--- src/rtl/core/mxt_pkg.sv ---
// ----------------------------------------------------------------------------
// mxt_pkg
// Shared codes and types for the max-extract table: command and status
// codes, and the control group that drives the running-maximum scan.
// ----------------------------------------------------------------------------
`timescale 1ns / 1ps
`default_nettype none

package mxt_pkg;

  // command codes
  localparam logic CMD_INSERT  = 1'b0;
  localparam logic CMD_EXTRACT = 1'b1;

  // result status codes
  localparam logic [1:0] ST_DONE  = 2'd0;
  localparam logic [1:0] ST_EMPTY = 2'd1;
  localparam logic [1:0] ST_FULL  = 2'd2;

  // width of the occupancy field
  localparam int OCC_W = 6;

  // control for the scan unit, one per returned read word
  typedef struct packed {
    logic valid;  // read data word is present this cycle
    logic first;  // word comes from entry zero
  } scan_ctrl_t;

endpackage

`default_nettype wire

--- src/rtl/core/max_extract_table.sv ---
// ----------------------------------------------------------------------------
// max_extract_table
// Unsorted table of 8-bit values with insert and extract-maximum commands.
// ----------------------------------------------------------------------------
// Usage:
//   Requests arrive on in_valid/in_ready with in_cmd and in_value; each
//   request yields exactly one result on out_valid/out_ready carrying
//   out_removed_value, out_status and out_occupancy.
//   Insert: the value is written at the end of the table in the accept
//   cycle; the result goes through the post state into the output register.
//   Extract: the table memory is read one entry per cycle, and the rate is
//   set by the single read port of the table memory. The largest value is
//   removed by moving the last stored entry into its slot, one write at
//   the end of the scan. Extract on an empty table and insert on a full
//   table finish with status empty or full and leave the table unchanged.
//   One request is in flight at a time; the result sits in an output
//   register, and a stalled receiver keeps the next result waiting in the
//   post state, with no request after it accepted until that result moves on.
//   Reset empties the table at once; no clearing pass is needed, since
//   only entries below the count are ever read.
// ----------------------------------------------------------------------------
`timescale 1ns / 1ps
`default_nettype none

module max_extract_table #(
  parameter int CAPACITY = 32
) (
  input  wire logic                     clk,
  input  wire logic                     rst_n,
  input  wire logic                     in_valid,
  output logic                          in_ready,
  input  wire logic                     in_cmd,
  input  wire logic [7:0]               in_value,
  output logic                          out_valid,
  input  wire logic                     out_ready,
  output logic      [7:0]               out_removed_value,
  output logic      [1:0]               out_status,
  output logic      [mxt_pkg::OCC_W-1:0] out_occupancy
);

  import mxt_pkg::*;

  localparam int AW = $clog2(CAPACITY);
  localparam int CW = $clog2(CAPACITY + 1);
  localparam logic [CW-1:0] CAP_C = CW'(CAPACITY);

  typedef enum logic [2:0] {
    S_IDLE = 3'b001,
    S_SCAN = 3'b010,
    S_POST = 3'b100
  } state_t;

  state_t            state_r, state_nxt;
  logic [CW-1:0]     count_r, count_nxt;
  logic [CW-1:0]     issue_r, issue_nxt;
  logic              rvalid_r, rvalid_nxt;
  logic [AW-1:0]     ridx_r, ridx_nxt;
  logic [7:0]        res_val_r, res_val_nxt;
  logic [1:0]        res_st_r, res_st_nxt;

  logic              out_valid_r, out_valid_nxt;
  logic [7:0]        out_val_r, out_val_nxt;
  logic [1:0]        out_st_r, out_st_nxt;
  logic [OCC_W-1:0]  out_occ_r, out_occ_nxt;

  logic              ram_we, ram_re;
  logic [AW-1:0]     ram_waddr, ram_raddr;
  logic [7:0]        ram_wdata, ram_rdata;

  scan_ctrl_t        scan_ctrl;
  logic [7:0]        cur_max;
  logic [AW-1:0]     cur_best;
  logic              last_word;
  logic              in_acc;
  logic              out_free;

  // table storage
  mxt_ram #(
    .WIDTH (8),
    .DEPTH (CAPACITY),
    .AW    (AW)
  ) u_ram (
    .clk   (clk),
    .we    (ram_we),
    .waddr (ram_waddr),
    .wdata (ram_wdata),
    .re    (ram_re),
    .raddr (ram_raddr),
    .rdata (ram_rdata)
  );

  // running maximum over the returned words
  assign scan_ctrl.valid = rvalid_r;
  assign scan_ctrl.first = (ridx_r == '0);

  mxt_max_scan #(
    .AW (AW)
  ) u_scan (
    .clk      (clk),
    .ctrl     (scan_ctrl),
    .data     (ram_rdata),
    .idx      (ridx_r),
    .cur_max  (cur_max),
    .cur_best (cur_best)
  );

  // handshake terms
  assign in_ready  = (state_r == S_IDLE);
  assign in_acc    = in_valid && in_ready;
  assign out_free  = !out_valid_r || out_ready;
  assign last_word = rvalid_r && ((CW'(ridx_r) + CW'(1)) == count_r);

  // sequencer: accept, scan, post
  always_comb begin
    state_nxt   = state_r;
    count_nxt   = count_r;
    issue_nxt   = issue_r;
    rvalid_nxt  = 1'b0;
    ridx_nxt    = ridx_r;
    res_val_nxt = res_val_r;
    res_st_nxt  = res_st_r;
    ram_we      = 1'b0;
    ram_waddr   = count_r[AW-1:0];
    ram_wdata   = in_value;
    ram_re      = 1'b0;
    ram_raddr   = issue_r[AW-1:0];

    unique case (state_r)
      S_IDLE: begin
        if (in_acc) begin
          res_val_nxt = 8'd0;
          res_st_nxt  = ST_DONE;
          state_nxt   = S_POST;
          if (in_cmd == CMD_INSERT) begin
            if (count_r >= CAP_C) begin
              res_st_nxt = ST_FULL;
            end else begin
              ram_we    = 1'b1;
              count_nxt = count_r + CW'(1);
            end
          end else begin
            if (count_r == '0) begin
              res_st_nxt = ST_EMPTY;
            end else begin
              issue_nxt = '0;
              state_nxt = S_SCAN;
            end
          end
        end
      end
      S_SCAN: begin
        // one read per cycle until every stored entry is issued
        if (issue_r < count_r) begin
          ram_re     = 1'b1;
          rvalid_nxt = 1'b1;
          ridx_nxt   = issue_r[AW-1:0];
          issue_nxt  = issue_r + CW'(1);
        end
        // last word back: move it into the slot of the maximum
        if (last_word) begin
          ram_we      = 1'b1;
          ram_waddr   = cur_best;
          ram_wdata   = ram_rdata;
          count_nxt   = count_r - CW'(1);
          res_val_nxt = cur_max;
          state_nxt   = S_POST;
        end
      end
      S_POST: begin
        if (out_free) begin
          state_nxt = S_IDLE;
        end
      end
      default: begin
        state_nxt = S_IDLE;
      end
    endcase
  end

  // output register
  always_comb begin
    out_valid_nxt = out_valid_r;
    out_val_nxt   = out_val_r;
    out_st_nxt    = out_st_r;
    out_occ_nxt   = out_occ_r;
    if (out_ready) begin
      out_valid_nxt = 1'b0;
    end
    if ((state_r == S_POST) && out_free) begin
      out_valid_nxt = 1'b1;
      out_val_nxt   = res_val_r;
      out_st_nxt    = res_st_r;
      out_occ_nxt   = OCC_W'(count_r);
    end
  end

  // control registers
  always_ff @(posedge clk) begin
    if (!rst_n) begin
      state_r     <= S_IDLE;
      count_r     <= '0;
      rvalid_r    <= 1'b0;
      out_valid_r <= 1'b0;
    end else begin
      state_r     <= state_nxt;
      count_r     <= count_nxt;
      rvalid_r    <= rvalid_nxt;
      out_valid_r <= out_valid_nxt;
    end
  end

  // payload registers
  always_ff @(posedge clk) begin
    issue_r   <= issue_nxt;
    ridx_r    <= ridx_nxt;
    res_val_r <= res_val_nxt;
    res_st_r  <= res_st_nxt;
    out_val_r <= out_val_nxt;
    out_st_r  <= out_st_nxt;
    out_occ_r <= out_occ_nxt;
  end

  assign out_valid         = out_valid_r;
  assign out_removed_value = out_val_r;
  assign out_status        = out_st_r;
  assign out_occupancy     = out_occ_r;

  // the count never passes the capacity
  a_count_bound: assert property (@(posedge clk) disable iff (!rst_n)
    count_r <= CAP_C)
    else $error("stored count above capacity");

  // read and write of the table never share a cycle
  a_no_rw_overlap: assert property (@(posedge clk) disable iff (!rst_n)
    !(ram_we && ram_re))
    else $error("table read and write in the same cycle");

  // an insert into a table with room grows the count by one
  a_insert_grows: assert property (@(posedge clk) disable iff (!rst_n)
    (in_acc && (in_cmd == CMD_INSERT) && (count_r < CAP_C))
      |=> (count_r == $past(count_r) + CW'(1)))
    else $error("insert did not grow the count");

  // a failed request reports no removed value
  a_fail_zero: assert property (@(posedge clk) disable iff (!rst_n)
    (out_valid_r && (out_st_r != ST_DONE)) |-> (out_val_r == 8'd0))
    else $error("failed request carries a value");

  // the scan ends with a result posted
  a_scan_posts: assert property (@(posedge clk) disable iff (!rst_n)
    ((state_r == S_SCAN) && last_word) |=> (state_r == S_POST))
    else $error("scan end did not post a result");

endmodule

`default_nettype wire

--- src/rtl/core/mxt_ram.sv ---
// ----------------------------------------------------------------------------
// mxt_ram
// Generic simple dual-port RAM: one write port, one read port with a
// registered read. No reset on the contents.
// ----------------------------------------------------------------------------
`timescale 1ns / 1ps
`default_nettype none

module mxt_ram #(
  parameter int WIDTH = 8,
  parameter int DEPTH = 32,
  parameter int AW    = $clog2(DEPTH)
) (
  input  wire logic             clk,
  input  wire logic             we,
  input  wire logic [AW-1:0]    waddr,
  input  wire logic [WIDTH-1:0] wdata,
  input  wire logic             re,
  input  wire logic [AW-1:0]    raddr,
  output logic      [WIDTH-1:0] rdata
);

  logic [WIDTH-1:0] mem [DEPTH];

  // write port
  always_ff @(posedge clk) begin
    if (we) begin
      mem[waddr] <= wdata;
    end
  end

  // registered read port
  always_ff @(posedge clk) begin
    if (re) begin
      rdata <= mem[raddr];
    end
  end

endmodule

`default_nettype wire

--- src/rtl/core/mxt_max_scan.sv ---
// ----------------------------------------------------------------------------
// mxt_max_scan
// Running maximum over a stream of read words. Strictly greater replaces,
// so the earliest copy of the maximum is kept. The outputs give the combined
// value that includes the current word, for the final step.
// ----------------------------------------------------------------------------
`timescale 1ns / 1ps
`default_nettype none

module mxt_max_scan #(
  parameter int AW = 5
) (
  input  wire logic                clk,
  input  wire mxt_pkg::scan_ctrl_t ctrl,
  input  wire logic [7:0]          data,
  input  wire logic [AW-1:0]       idx,
  output logic      [7:0]          cur_max,
  output logic      [AW-1:0]       cur_best
);

  import mxt_pkg::*;

  logic [7:0]    max_r;
  logic [AW-1:0] best_r;
  logic          take;

  // compare the incoming word against the best so far
  assign take     = ctrl.first || (data > max_r);
  assign cur_max  = take ? data : max_r;
  assign cur_best = take ? idx : best_r;

  // hold the best word and its index
  always_ff @(posedge clk) begin
    if (ctrl.valid) begin
      max_r  <= cur_max;
      best_r <= cur_best;
    end
  end

endmodule

`default_nettype wire

--- config.mk ---
export PLATFORM = sky130hd
export DESIGN_NAME = max_extract_table
export DESIGN_NICKNAME = d
export VERILOG_FILES = /design/src/rtl/core/mxt_pkg.sv /design/src/rtl/core/max_extract_table.sv /design/src/rtl/core/mxt_ram.sv /design/src/rtl/core/mxt_max_scan.sv
export SDC_FILE = /design/constraint.sdc
export NUM_CORES = 1
export LEC_CHECK = 0
export BUFFER_PORTS_ARGS = -buffer_cell sky130_fd_sc_hd__buf_2
export CORE_MARGIN = 2
export CORE_UTILIZATION = 35
export CTS_CLUSTER_DIAMETER = 40
export DETAILED_ROUTE_END_ITERATION = 7
export SETUP_SLACK_MARGIN = 0.02
export SKIP_CTS_REPAIR_TIMING = 1
export SLEW_MARGIN = 0
export SYNTH_ARGS = -nofsm -noshare
export SYNTH_HDL_FRONTEND = slang
export SYNTH_HIERARCHICAL = 1
export SYNTH_SLANG_ARGS = --single-unit
export TNS_END_PERCENT = 20
--- constraint.sdc ---
create_clock -name clk -period 8.2 [get_ports clk]
set_input_delay 1.23 -clock clk [delete_from_list [all_inputs] [get_ports clk]]
set_output_delay 1.23 -clock clk [all_outputs]
set_load 0.1 [all_outputs]
# After elaboration in Yosys (flattened, before gate mapping)
# Memory sizes are Yosys's and may differ from the RTL's. A register that Yosys moved wholly into a read port is not among the register bits.
# Cells that the tools add are included.
# W data, S select, Z words.
[word_totals]
regBits = 61
mem_bits_rw = 256
in_bits = 13
output_inout_bits = 18
word_cells = 88
memories = 1
[classes]
addsub = 4
magnitude_cmp = 3
n_eq_ne = 12
mux = 39
reduce_logical = 16
[memory_table]
columns = ["memory", "words", "word_bits", "rd", "rd_ports_with_merged_regs", "write_ports", "line_no", "source"]
rows = [
  ["u_ram.mem", 32, 8, 1, 1, 1, "mxt_ram.sv:23", "logic [WIDTH-1:0] mem [DEPTH];"],
]
[ops]
columns = ["cell", "count"]
rows = [
  ["$mux W6", 8],
  ["$mux W8", 5],
  ["$pmux W6 S2", 2],
  ["$pmux W8 S2", 1],
  ["$mux W3", 5],
  ["$mux W5", 3],
  ["$add A6 B1 Y6 const B", 2],
  ["$ne A2 B2 Y1 const B", 6],
  ["$mux W1", 11],
  ["$reduce_and A5 Y1", 2],
  ["$pmux W3 S3", 1],
  ["$gt A8 B8 Y1", 1],
  ["$add A5 B1 Y6 const B", 1],
  ["$eq A6 B6 Y1", 1],
  ["$ge A6 B6 Y1 const B", 1],
  ["$logic_not A6 Y1", 1],
  ["$lt A6 B6 Y1", 1],
  ["$reduce_and A3 Y1", 2],
  ["$sub A6 B1 Y6 const B", 1],
  ["$logic_not A5 Y1", 1],
  ["$mux W2", 2],
  ["$ne A2 B1 Y1 const B", 2],
  ["$reduce_and A2 Y1", 2],
  ["$reduce_bool A2 Y1", 2],
  ["7 further kinds", 10],
]

# Depth between registers and ports, before layout
[logic_depth]
word_depth = 7
mapped_depth = 13
ltp_nobuf = 12

# Cells and area by module
# Netlist, hierarchy kept.
[modules_own_cells]
columns = ["module", "instances", "cells_each", "area_each_um2", "seq_area_each_um2"]
rows = [
  ["mxt_ram", 1, 417, 10133.5, 7927.6],
  ["max_extract_table", 1, 208, 2458.6, 1331.3],
  ["mxt_max_scan", 1, 57, 757.0, 390.4],
]

# Least setup slack after synthesis
# OpenSTA, ideal clock, no wires.
[synth_timing]
path_type = "register -> register"
start = "reg u_ram.rdata[3], read port of u_ram.mem"
end = "mem u_ram.mem[12][0], enable pin"
setup_time_ps = 370
t_arrival_ps = 3199
required_ps = 7830
slack_ps = 4631
stages_incl_launch_ff = 12
n_path_buf = 2
synth_period_minus_slack_ps = 3569
cell_sequence = "edfxtp_1 ha_1 nand4_1 o31a_1 a311oi_2 buf_6 mux2_2 nand2_1 o21ai_0 or3b_2 clkbuf_1 nor2_1"
[synth_via]
elab_chain_len = 5
[synth_lines]
columns = ["element", "line_no", "source"]
rows = [
  ["start: declaration", "mxt_ram.sv:20", "output logic [WIDTH-1:0] rdata"],
  ["$gt A8 B8 Y1", "mxt_max_scan.sv:28", "assign take = ctrl.first || (data > max_r);"],
  ["$logic_or A1 B1 Y1", "mxt_max_scan.sv:28", ""],
  ["$mux W5", "mxt_max_scan.sv:30", "assign cur_best = take ? idx : best_r;"],
  ["named net cur_best[1]", "max_extract_table.sv:72", "logic [AW-1:0] cur_best;"],
  ["$mux W5", "max_extract_table.sv:160", "if (last_word) begin"],
  ["$mux W5", "max_extract_table.sv:128", "unique case (state_r)"],
  ["named net ram_waddr[1]", "max_extract_table.sv:67", "logic [AW-1:0] ram_waddr, ram_raddr;"],
  ["end: declaration", "mxt_ram.sv:23", ""],
]
# The timed path passes the listed nets, and every way through them passes these cells.

# Worst setup path after layout
[layout_timing]
start = "reg u_ram.rdata[3], read port of u_ram.mem"
end = "mem u_ram.mem[6][7], enable pin"
# The elaborated chain is that of the path after synthesis.

==> flow_summary_export.csv <==
group,metric,value,unit
cells_and_area,final_common_cell,"edfxtp_1",
placed_design,placedCellCount,1205,
sta,final.setup.worst_slack,3.72,ns
cells_and_area,final_nets,772,
floorplanning,die_w,199,microns
global_routing,grt_pass1_wl,41400,microns
synth,synth-async-reset-ratio,0,%
run,max_cap_viol_count,0,
synth,synth_area_per_cell,19.6,sq um
worst_setup_path,cp-end-kind,"flop",
placed_design,port_buffers,30,
floorplanning,ios,31,
global_routing,globalRouteOverflowTotal,0,
pwr,p_seq_share,48.5,%
status,status,"finished clean",
synth,synth_cell_types,54,
sta,fin_crit,4.48,ns
sta,max_freq,0.223,GHz
worst_setup_path,worst-path-max-fanout,8,
cts,clkLatencyLatePin,0.54,ns
synth,yosysWarnings,6,
drt,routed_wl,26700,microns
cells_and_area,area_delta_synth_final,15.9,%
sta,tns,0,ns
floorplanning,rows,71,
global_routing,grt_usage,14.0,%
cells_and_area,final-instance-count-excl-fill,1279,
pwr,clock_power_share,48.1,%
cts,cts_buffer_depth,3,
floorplanning,die_h,199,microns
pwr,p_sw_share,20.9,%
synth,ys_ff_latch,325,
pwr,pwr_density_cell,246,nW/um^2
drt,viasPerCell,5.05,
sta,post-route-period-util,54.7,%
worst_setup_path,crit_slowest_cell,"nor2_1",
cts,clk_pin_slew,0.05,ns
drt,vias,6454,
synth,synth_fp_nets,716,
placed_design,place_hpwl,16500,microns
cts,cts_tree,"yes",
worst_setup_path,critical_path_class,"reg -> reg",
cells_and_area,final_core_utilization,41.2,%
worst_setup_path,cp_slowest_stage_delay,0.67,ns
synth,ys_seq_area_share,72.3,%
floorplanning,dieArea,39700,sq um
pwr,p_leak,5.03,nW
placed_design,dpl_cell_area,14100,sq um
sta,slew_headroom,31.0,%
worst_setup_path,critPathArrivalTime,4.65,ns
synth,synth_ff_type,"edfxtp_1",
sta,rsz0062_at_grt,"no",
drt,drt_first_pass_iters,4,
global_routing,grt_max_degree,70,
cells_and_area,final_layout_size_suffix_gt1_share,29.7,%
sta,hold_viol_final,0,
placed_design,dpl_worst_slack,3.72,ns
cells_and_area,final_cell_mix,"edfxtp_1, mux4_2, nor2_1",
floorplanning,start_util,35.5,%
min_path,min_path_type,"reg -> reg",
sta,worst_pin_slew,1.04,ns
worst_setup_path,crit_chain,"ha_1 > nand4_1 > o31a_1 > a311oi_2 > buf_4 > mux2_2 > nand2_1 > o21ai_0 > or3b_2 > nor2_1",
cells_and_area,fin_area,15500,sq um
drt,wl_per_cell,20.9,microns
cts,clkSinkCount,325,
pwr,comb_power_share,3.4,%
cts,htreeDepth,2,
pwr,worst_ir_drop_vdd,0.000139,V
worst_setup_path,cp-start-kind,"flop",
cells_and_area,diodes,0,
synth,netlist_area,13300,sq um
cts,root_buffer,"clkbuf_16",
global_routing,grt_pass1_vias,6457,
drt,ant_nets,0,
synth,syn_inst,682,
worst_setup_path,crit_required,8.36,ns
synth,synth_edf_count,314,
floorplanning,core-area,37600,sq um
pwr,p_switching,0.000796,W
drt,drc,0,
sta,slew_violations,0,
global_routing,grt_antenna_before_repair,0,
cts,cts_buffers,42,
pwr,intPower,0.00300,W
placed_design,place_congestion,0.744,
sta,setup_viol,0,
sta,skew,0.0221,ns
drt,drt_iter0_drc,587,
registers in the layout (all words and copies together) (netlist names):
signal / cells
count_r: 6
issue_r: 6
out_occupancy: 6
out_removed_value: 8
out_status: 2
out_valid: 1
res_st_r: 2
res_val_r: 8
ridx_r: 5
rvalid_r: 1
state_r: 3
u_ram/mem: 256
u_ram/rdata: 8
u_scan/best_r: 5
u_scan/max_r: 8
power by group through the flow:
| stage | registers, W | logic, W | clock network [W] |
|---|---|---|---|
| detailed placement | 0.00188 | 0.000134 | 0 |
| finish | 0.00184 | 0.000131 | 0.00183 |
| CTS | 0.00184 | 0.000134 | 0.00186 |
| floorplan | 0.00189 | 0.0000805 | 0 |
| global placement | 0.00188 | 0.000132 | 0 |
| global route | 0.00184 | 0.000142 | 0.00194 |
cell families (layout without fill, tap and decap cells):
group	Yosys count	count (layout)	share of synthesized area [%]
xor gates and xnor gates	12	12	0.787
buffers and inverters	50	136	1.77
DFF	325	325	72.3
muxes	112	112	16.4
and+or+nand+nor	124	124	4.72
AOI/OAI and AO/OA	38	38	2.03
adders and majority gates	21	21	2.02
layer usage:
| layer | GRT usage, % | wire [microns] | vias to the layer above | part of all wire (%) |
|---|---|---|---|---|
| met5 | 0 | 0 | - | 0 |
| met4 | 3.76 | 530 | 0 | 2.0 |
| met3 | 2.67 | 1540 | 48 | 5.8 |
| met2 | 22.2 | 12600 | 175 | 47 |
| met1 | 19.9 | 12000 | 3360 | 45 |
| li1 | - | - | 2871 | - |
critical path: cells and delay by family (launching register included):
family / cells / cell delay, ns
buffers and inverters: 1 / 0.28
flip-flops: 1 / 0.40
adder cells (fa/ha/maj): 1 / 0.33
AO/OA/AOI/OAI: 3 / 1.26
multiplexers: 1 / 0.35
AND/OR/NAND/NOR: 4 / 1.50
synth_stat cells (2+ instances only):
cell / instances / area share [%]
dfxtp_1: 11 / 1.6
inv_1: 23 / 0.65
nor2_1: 52 / 1.5
nor4b_1: 2 / 0.13
nand3b_1: 6 / 0.34
xnor2_1: 7 / 0.46
or3b_2: 3 / 0.20
edfxtp_1: 314 / 71
or2_1: 2 / 0.094
nor4_2: 2 / 0.19
nand3_1: 6 / 0.22
nand2b_1: 4 / 0.19
nor3b_1: 3 / 0.17
nor3_1: 4 / 0.15
a21oi_1: 10 / 0.37
mux4_2: 80 / 13
mux2_4: 7 / 0.79
clkbuf_1: 10 / 0.28
o21a_1: 2 / 0.11
o21ai_0: 10 / 0.37
mux2_2: 22 / 1.9
xor2_1: 5 / 0.33
nand2_1: 18 / 0.51
buf_1: 4 / 0.11
a21o_1: 3 / 0.17
ha_1: 20 / 1.9
mux2i_1: 2 / 0.15
nor2b_1: 5 / 0.23
buf_2: 3 / 0.11
buf_4: 6 / 0.34
buf_6: 3 / 0.25
and2_1: 11 / 0.52
cell type report:
class / instances / area [sq um]
clock inverters: 28 / 324
well taps: 511 / 639
flip-flops and latches: 325 / 9650
clock buffers: 46 / 1090
fillers: 3282 / 22100
repair buffers: 38 / 210
inverters: 24 / 90.1
multi-input cells: 307 / 3470
per-stage QoR:
stage                     total power [W]  hold slack (ns)
after detailed placement          0.00201            0.405
final                             0.00380            0.416
after floorplan                   0.00197            0.400
after CTS                         0.00384            0.416
after global placement            0.00201            0.400
after global routing              0.00392            0.419
path summary, 6_finish.rpt:
check | cells after the start | slack (ns) | to | from
setup / recovery | 10 | 3.72 | u_ram/mem[6][7] | u_ram/rdata[3]
hold / removal | 0 | 0.42 | out_removed_value[7] | res_val_r[7]
setup reg to reg | 10 | 3.72 | u_ram/mem[6][7] | u_ram/rdata[3]
hold reg to reg | 0 | 0.42 | out_removed_value[7] | res_val_r[7]
Power figures use the tool's default switching activity.
